File: config.mk
export PLATFORM = sky130hd
export DESIGN_NAME = lenient_utf8_decoder
export DESIGN_NICKNAME = d
export VERILOG_FILES = /design/src/lud_pkg.sv /design/src/lud_decode.sv /design/src/lud_emit.sv /design/src/lenient_utf8_decoder.sv
export SDC_FILE = /design/constraint.sdc
export NUM_CORES = 1
export LEC_CHECK = 0
export ABC_AREA = 0
export BUFFER_PORTS_ARGS = -buffer_cell sky130_fd_sc_hd__buf_2
export CAP_MARGIN = 10
export CORE_UTILIZATION = 25
export CTS_BUF_LIST = sky130_fd_sc_hd__clkbuf_16
export DETAILED_ROUTE_END_ITERATION = 8
export GPL_TIMING_DRIVEN = 0
export PLACE_DENSITY = 0.49
export SLEW_MARGIN = 25
export SYNTH_ARGS = -nofsm -noshare
export SYNTH_HDL_FRONTEND = slang
export SYNTH_HIERARCHICAL = 1
export SYNTH_SLANG_ARGS = --single-unit
File: constraint.sdc
create_clock -name aclk -period 4.3 [get_ports aclk]
set_clock_uncertainty 0.2 [all_clocks]
set_input_delay 0.645 -clock aclk [delete_from_list [all_inputs] [get_ports aclk]]
set_output_delay 0.645 -clock aclk [all_outputs]
set_load 0.05 [all_outputs]
File: src/lud_pkg.sv
// ----------------------------------------------------------------------------
// lud_pkg
// Shared types, constants and helpers of the lenient UTF-8 decoder.
// ----------------------------------------------------------------------------
package lud_pkg;

    localparam int BYTE_W   = 8;
    localparam int POINT_W  = 21;
    localparam int MAX_PTS  = 3;
    localparam int COUNT_W  = $clog2(MAX_PTS + 1);
    localparam int HELD_NUM = 2;

    // Sequence length implied by a first byte
    typedef enum logic [2:0] {
        LEN_BAD = 3'd0,
        LEN_1   = 3'd1,
        LEN_2   = 3'd2,
        LEN_3   = 3'd3,
        LEN_4   = 3'd4
    } lud_len_t;

    // One result item
    typedef struct packed {
        logic [POINT_W-1:0] code_point;
        logic               last_point;
    } lud_point_t;

    // All results caused by one input beat, first result in slot 0
    typedef struct packed {
        logic [COUNT_W-1:0]        count;
        lud_point_t [MAX_PTS-1:0]  point;
    } lud_bundle_t;

    function automatic lud_len_t seq_len(input logic [BYTE_W-1:0] c);
        lud_len_t len;
        case (c) inside
            [8'h00:8'h7F]: len = LEN_1;
            [8'hC0:8'hDF]: len = LEN_2;
            [8'hE0:8'hEF]: len = LEN_3;
            [8'hF0:8'hF7]: len = LEN_4;
            default:       len = LEN_BAD;
        endcase
        return len;
    endfunction

    // A lone byte decodes to itself if ASCII, otherwise to zero
    function automatic logic [POINT_W-1:0] lone_point(input logic [BYTE_W-1:0] c);
        logic [POINT_W-1:0] cp;
        cp = '0;
        if (c[BYTE_W-1] == 1'b0) begin
            cp = {{(POINT_W-BYTE_W){1'b0}}, c};
        end
        return cp;
    endfunction

    function automatic lud_point_t mk_point(input logic [POINT_W-1:0] cp,
                                            input logic last);
        lud_point_t p;
        p.code_point = cp;
        p.last_point = last;
        return p;
    endfunction

endpackage

File: src/lud_decode.sv
// ----------------------------------------------------------------------------
// lud_decode
// Sequence state registers and the single-pass decode of one input beat
// into up to three code points.
// ----------------------------------------------------------------------------
module lud_decode
    import lud_pkg::*;
(
    input  logic              aclk,
    input  logic              aresetn,
    input  logic              in_accept,
    input  logic [BYTE_W-1:0] text_byte,
    input  logic              end_of_text,
    output lud_bundle_t       bundle
);

    typedef struct packed {
        logic [BYTE_W-1:0]                lead;
        logic [HELD_NUM-1:0][BYTE_W-1:0]  held;
        logic [1:0]                       held_count;
        logic                             seq_open;
    } lud_state_t;

    lud_state_t state_reg, state_next;

    lud_len_t   b_len;
    lud_len_t   lead_len;
    lud_len_t   x_len;
    logic       complete;
    logic [BYTE_W-1:0] tail_x;

    assign b_len    = seq_len(text_byte);
    assign lead_len = seq_len(state_reg.lead);
    assign tail_x   = state_reg.held[0];
    assign x_len    = seq_len(tail_x);

    // Does this beat close the open sequence
    always_comb begin
        case (lead_len)
            LEN_3:   complete = (state_reg.held_count != 2'd0);
            LEN_4:   complete = state_reg.held_count[1];
            default: complete = 1'b1;
        endcase
    end

    // Decode the beat against the current state
    always_comb begin
        state_next   = state_reg;
        bundle.count = '0;
        bundle.point = '0;

        if (!state_reg.seq_open) begin
            if (end_of_text) begin
                bundle.count    = COUNT_W'(1);
                bundle.point[0] = mk_point(lone_point(text_byte), 1'b1);
                state_next      = '0;
            end else if (b_len == LEN_1 || b_len == LEN_BAD) begin
                bundle.count    = COUNT_W'(1);
                bundle.point[0] = mk_point(lone_point(text_byte), 1'b0);
            end else begin
                state_next.lead       = text_byte;
                state_next.held_count = 2'd0;
                state_next.seq_open   = 1'b1;
            end
        end else if (complete) begin
            // Pack lead payload and the six low bits of each following byte
            bundle.count = COUNT_W'(1);
            case (lead_len)
                LEN_3: bundle.point[0] = mk_point({5'd0, state_reg.lead[3:0],
                    state_reg.held[0][5:0], text_byte[5:0]}, end_of_text);
                LEN_4: bundle.point[0] = mk_point({state_reg.lead[2:0],
                    state_reg.held[0][5:0], state_reg.held[1][5:0],
                    text_byte[5:0]}, end_of_text);
                default: bundle.point[0] = mk_point({10'd0, state_reg.lead[4:0],
                    text_byte[5:0]}, end_of_text);
            endcase
            state_next = '0;
        end else if (end_of_text) begin
            // Truncated lead gives zero, then redecode the bytes behind it
            bundle.point[0] = mk_point('0, 1'b0);
            if (state_reg.held_count == 2'd0) begin
                bundle.count    = COUNT_W'(2);
                bundle.point[1] = mk_point(lone_point(text_byte), 1'b1);
            end else if (x_len == LEN_2) begin
                bundle.count    = COUNT_W'(2);
                bundle.point[1] = mk_point({10'd0, tail_x[4:0], text_byte[5:0]}, 1'b1);
            end else begin
                bundle.count    = COUNT_W'(3);
                bundle.point[1] = mk_point(lone_point(tail_x), 1'b0);
                bundle.point[2] = mk_point(lone_point(text_byte), 1'b1);
            end
            state_next = '0;
        end else begin
            // Hold the following byte and wait for more
            state_next.held[state_reg.held_count[0]] = text_byte;
            state_next.held_count = state_reg.held_count + 2'd1;
        end
    end

    always_ff @(posedge aclk) begin
        if (!aresetn) begin
            state_reg <= '0;
        end else if (in_accept) begin
            state_reg <= state_next;
        end
    end

endmodule

File: src/lud_emit.sv
// ----------------------------------------------------------------------------
// lud_emit
// Result register: holds the code points of one input beat and hands them
// out one beat at a time.
// ----------------------------------------------------------------------------
module lud_emit
    import lud_pkg::*;
(
    input  logic              aclk,
    input  logic              aresetn,
    input  logic              load,
    input  lud_bundle_t       bundle,
    output logic              load_ready,
    output logic              m_tvalid,
    input  logic              m_tready,
    output lud_point_t        head
);

    logic [COUNT_W-1:0]       count_reg, count_next;
    lud_point_t [MAX_PTS-1:0] point_reg, point_next;
    logic                     take;

    assign take       = m_tvalid && m_tready;
    assign m_tvalid   = (count_reg != '0);
    assign head       = point_reg[0];
    // Free next cycle if empty or the last result leaves now
    assign load_ready = (count_reg == '0) || (count_reg == COUNT_W'(1) && m_tready);

    // Load a new set or advance through the held one
    always_comb begin
        count_next = count_reg;
        point_next = point_reg;
        if (load) begin
            count_next = bundle.count;
            point_next = bundle.point;
        end else if (take) begin
            count_next = count_reg - COUNT_W'(1);
            for (int i = 0; i < MAX_PTS - 1; i++) begin
                point_next[i] = point_reg[i+1];
            end
        end
    end

    always_ff @(posedge aclk) begin
        if (!aresetn) begin
            count_reg <= '0;
        end else begin
            count_reg <= count_next;
        end
    end

    always_ff @(posedge aclk) begin
        point_reg <= point_next;
    end

endmodule

File: src/lenient_utf8_decoder.sv
// ----------------------------------------------------------------------------
// lenient_utf8_decoder
// Byte-stream UTF-8 decoder that never rejects input.
// ----------------------------------------------------------------------------
// Accepts one text byte per cycle and returns one code point per beat. A byte
// that completes a character or stands alone gives its result in the cycle
// after it is accepted, and while m_tready is high the input keeps flowing at
// one byte per cycle. Bytes that open or continue a sequence give no result.
// When the final byte (s_tlast) ends the text inside a sequence, up to three
// results follow, one per cycle while m_tready is high, and input waits for
// the first two: the result register hands out one code point per beat.
// Invalid or truncated leads give zero; continuation bytes are not checked.
module lenient_utf8_decoder
    import lud_pkg::*;
(
    input  logic        aclk,
    input  logic        aresetn,
    input  logic        s_tvalid,
    output logic        s_tready,
    input  logic [7:0]  s_tdata,   // [7:0] text_byte
    input  logic        s_tlast,   // end_of_text
    output logic        m_tvalid,
    input  logic        m_tready,
    output logic [23:0] m_tdata,   // [20:0] code_point, [23:21] zero
    output logic        m_tlast    // last_point
);

    lud_bundle_t bundle;
    lud_point_t  head;
    logic        in_accept;

    assign in_accept = s_tvalid && s_tready;

    lud_decode u_decode (
        .aclk        (aclk),
        .aresetn     (aresetn),
        .in_accept   (in_accept),
        .text_byte   (s_tdata),
        .end_of_text (s_tlast),
        .bundle      (bundle)
    );

    lud_emit u_emit (
        .aclk       (aclk),
        .aresetn    (aresetn),
        .load       (in_accept),
        .bundle     (bundle),
        .load_ready (s_tready),
        .m_tvalid   (m_tvalid),
        .m_tready   (m_tready),
        .head       (head)
    );

    assign m_tdata = {3'b000, head.code_point};
    assign m_tlast = head.last_point;

endmodule

Yosys cells after proc, flatten, opt, wreduce, memory -nomap -nowiden. Index checks and enable logic that the tools add are counted. Widths: inputs -> output; s select.

Register bits after elaboration: 95. Input port bits: 13. Output and inout port bits: 27. Logic and storage cells: 129.

$add $sub $neg: 2. Magnitude comparators: 26. Eq/ne operators: 7. Multiplexer cells: 50. Bitwise gates (word level): 2. Reductions and logical operators: 30.

Operators by type and width (count): $mux 22 (9); $mux 44 (2); $ge 8x8->1 const B (9); $le 8x8->1 const B (9); $mux 68 (1); $mux 27 (2); $pmux 22 s2 (1); $mux 3 (14); $mux 8 (5); $ge 8x1->1 const B (3); $le 8x7->1 const B (3); $mux 18 (1); $bwmux 16 (1); $logic_and 1x1->1 (16); $mux 16 (1); $mux 7 (2); $mux 2 (6); $demux 8 s1 (1); $reduce_bool 2->1 (4); $eq 3x2->1 const B (2); $reduce_or 5->1 (1); $logic_not 2->1 (2); $reduce_and 2->1 (2); $reduce_or 4->1 (1); 15 further kinds (19).

Longest topological paths before layout.
Word-level depth: 13. Depth in mapped cells: 9. Mapped depth without buffers: 9.

Hierarchy. The synthesis kept the hierarchy.

By module, submodules not included: lud_emit (instances 1, cells each 156, area an instance 2944.1 µm², seq. area each 2021.9 µm²); lud_decode (instances 1, cells each 200, area an instance 1655.3 µm², seq. area each 500.5 µm²); lenient_utf8_decoder (instances 1, cells each 5, area an instance 32.5 µm², seq. area each 0.0 µm²).

Worst setup path after synthesis. OpenSTA, ideal clock, no wires.

Path type: register to register. From: register u_emit.count_reg[0]. To: register u_emit.point_reg, in the netlist u_emit/head[0], enable pin. Setup time: 0.382 ns. Data arrival time: 2.966 ns. Required time: 3.718 ns. Setup slack: 0.752 ns. Cell stages (with the launch flop): 9. Path buffers: 2. Period minus slack after synthesis: 3.548 ns. Cells stage by stage: dfxtp_1 > inv_1 > ha_1 > inv_1 > nand2_1 > and2_1 > buf_6 > buf_6 > or2_2.

Elaborated cells between the ends (all ways): 8. Classes of those cells: eq/ne (1); reduce/logical (7).

RTL lines: from (decl) (line lud_emit.sv:19) `logic [COUNT_W-1:0] count_reg, count_next;`; from (signal assigned) (line lud_emit.sv:48) `count_reg <= count_next;`; $reduce_bool 2->1 (line lud_emit.sv:24) `assign m_tvalid = (count_reg != '0);`; via m_tvalid (line lenient_utf8_decoder.sv:22) `output logic m_tvalid,`; $logic_and 1x1->1 (line lud_emit.sv:23) `assign take = m_tvalid && m_tready;`; $reduce_bool 2->1 (no source line); to (signal assigned) (line lud_emit.sv:53) `point_reg <= point_next;`; to (decl) (line lud_emit.sv:20) `lud_point_t [MAX_PTS-1:0] point_reg, point_next;`.

The timed path passes the listed nets, and every way through them passes these cells. A chain may end at the register's enable or synchronous reset.

Worst setup path after layout.
From: register u_emit.count_reg[0]. To: register u_emit.point_reg, in the netlist u_emit/head[10], enable pin.

Longest elaborated chain between the ends: 5. Elaborated cells between the ends (all ways): 8. Classes of those cells: eq/ne (1); reduce/logical (7).

RTL lines: $eq 2x1->1 (line lud_emit.sv:27) `assign load_ready = (count_reg == '0) || (count_reg == COUNT_W'(1) && m_tready);`; $logic_and 1x1->1 (line lud_emit.sv:27); $logic_or 1x1->1 * (line lud_emit.sv:27); $logic_and 1x1->1 * (line lenient_utf8_decoder.sv:32) `assign in_accept = s_tvalid && s_tready;`; via in_accept (line lenient_utf8_decoder.sv:30) `logic in_accept;`; $reduce_bool 2->1 (no source line) *.

The timed path passes the listed nets; every way through them passes the cells marked *.

==> results.cfg <==
[sta]
max_freq_mhz = 336.2
finalHoldViolations = 0
fin_crit_sh_pct = 69.17
worst_hold_slack_ns = 0.2898
worst_pin_slew_ns = 0.7645
slew_viol_final = 0
period_needed_ns = 2.974
setup_viol = 0
rsz0062_at_grt = false
setup_tns_ns = 0
relSlewSlack_pct = 49.03

[grt]
grt_pass1_wl_um = 15120
grt_usage_pct = 10.49
gr-total-overflow = 0
antenna_found_initial = 0
grt_max_degree = 45
grt_pass1_vias = 2820

[worst_setup_path]
critPathLaunchType = register
criticalPathCategory = register to register
reg2reg_slack_ns = 1.33
cp.arrival_ns = 2.76
cp.required_ns = 4.09
critPathMaxFanout = 44
startpoint = u_emit/count_reg[0]$_SDFFE_PN0P_
end_kind = register
crit-reg2reg-launch = u_emit/count_reg[0]$_SDFFE_PN0P_

[drt]
post_drt_wl_per_cell_um = 14.17
num_vias = 2832
drt_iter0_drc = 205
vias_per_cell = 4.246
wl_um = 9452
first_pass_iters = 6
final_antenna_net_count = 0
drc = 3

[min_path]
hp-start = u_decode/state_reg[11]$_SDFFE_PN0P_
hold_path.class = register to register

[logic_synthesis]
synth.area.mux_share_pct = 13.40
syn-cell-area_um2 = 4632
synth.avg_cell_area_um2 = 12.83
synth_commonest_cells = 66 x edfxtp_1, 49 x buf_4, 28 x mux2_4
synth.top_cell.area_share_pct = 42.79
synth_top_flop_cell = edfxtp_1
ys_top_cells_by_area = edfxtp_1 43%, dfxtp_1 12%, mux2_4 9.1%
ys_types = 44
yosysTopAreaCell = edfxtp_1
netlist_instances = 361
async_flop_share_pct = 0
synth_edf_count = 66
yosys.area_share.simple_pct = 10.75
synth_top_family_by_area = multiplexers
yosys_warnings = 6
synth_most_common_cell = edfxtp_1
synth_compound_area_share_pct = 10.13
synth_seq_area_share_pct = 54.46
ys_ff_latch = 93
synth_fa_ha_area_share_pct = 0.8104
synth-xor-area-share_pct = 0.1891

[clocking]
clock_latency_ns = 0.35
clock_sinks = 93
ctsRootBufferMaster = clkbuf_16
cts_setup_buffers = 0
cts_tree = done
cts.path.max_buffers = 2
cts_made_buffers = 9
cts_resized = 0
h-tree-depth = 3
path_clk_slew_ns = 0.07
ctsHoldBuffers = 0

[outcome]
status = complete, but fails checks
failed_checks = design-rule violations

[floorplan]
core_area_um2 = 18090
dieArea_um2 = 19080
io_pins = 40
start_util_pct = 25.61
die_y_um = 138.1
rows = 49
fp.dieW_um = 138.1

[power_and_ir_drop]
p_leak_uw = 0.002216
ir_worst_vdd_mv = 0.2114
power_density_nw_per_um2 = 479.7

[placement]
dp.cells = 651
finalWeightedCongestion = 0.7732
io_buffers = 36
dp_hpwl_um = 6457

[flow_run]
maxCapViolCount = 0

[layout]
finalNonFillerCells = 667
post-route-util_pct = 30.68
nets = 449
diodes = 0
drive_above_1_share_pct = 36.53
area_growth_pct = 19.80
largest_reg_flops = 44
[worst max-delay path, cell delays in order, from the launching register on]
cell and delay (ns):
dfxtp_1 0.34, inv_1 0.07, ha_1 0.17, inv_1 0.06
nand2_1 0.06, and2_2 0.65, buf_6 0.25, buf_6 0.20
or2_4 0.58
[placed cells by master (no fill, tap or decap), types with 3 or more instances in the layout]
cell	count
nor3_2	3
buf_6	4
o21ai_0	6
inv_1	9
ha_1	3
nor2_1	13
nand3_1	6
a22o_1	20
a22oi_1	12
clkbuf_1	3
nand2_1	12
a21oi_1	8
clkbuf_16	11
nand3b_1	7
buf_4	49
and2_1	24
nor2b_1	5
mux2_4	28
nor3_1	4
dfxtp_1	27
o21ai_1	3
edfxtp_1	66
buf_2	38
mux2_2	16
conb_1	27
[path summary, 6_finish.rpt]
kind                                    endpoint  cells after the start
min          u_decode/state_reg[11]$_SDFFE_PN0P_                      1
min reg2reg  u_decode/state_reg[11]$_SDFFE_PN0P_                      1
max                    u_emit/head[10]$_DFFE_PP_                      8
max reg2reg            u_emit/head[10]$_DFFE_PP_                      8
[cells by family (layout without fill, tap and decap cells)]
logic type / Yosys count / after routing
buffers and inverters: 67 / 119
adder cells (fa/ha/maj): 3 / 3
other: 2 / 27
multiplexers: 46 / 46
AO/OA/AOI/OAI: 64 / 64
XOR/XNOR: 1 / 1
flip-flops: 93 / 93
AND/OR/NAND/NOR: 85 / 85
[area by class of cell]
cell class,instances,area [µm²]
Fill cell,1809,12540
Sequential cell,93,2522
Multi-Input combinational cell,226,1739
Buffer,58,434.2
Tap cell,229,286.5
Clock buffer,11,275.3
Timing Repair Buffer,36,180.2
Clock inverter,5,77.57
Inverter,9,33.78
[metrics by stage]
step / setup WS [ns] / area [µm²] / power [µW]
after global placement: 0.3312 / 5192 / 1760
after detailed placement: 1.059 / 5196 / 1768
final: 1.326 / 5549 / 2662
after global routing: 1.100 / 5549 / 2773
after CTS: 1.235 / 5549 / 2701
after floorplan: 0.7521 / 4726 / 1643
[per-layer routing]
metal  vias up  part of all wire [%]  global-route usage, %  wire (µm)
met1      1384                    47                  13.24       4465
met5         -                     0                      0          0
li1       1392                     -                      -          -
met3        10                   3.3                  2.390        314
met2        46                    47                  16.73       4472
met4         0                   2.1                  5.677        200
[report_power, final]
group          switching (µW)  internal, µW  leakage (µW)  total [µW]
Clock                     345           578      0.000172         923
Combinational             361           233       0.00117         595
Sequential               30.5          1110      0.000870        1140
Total                     737          1920       0.00222        2660
(Power assumes the default switching activity.)
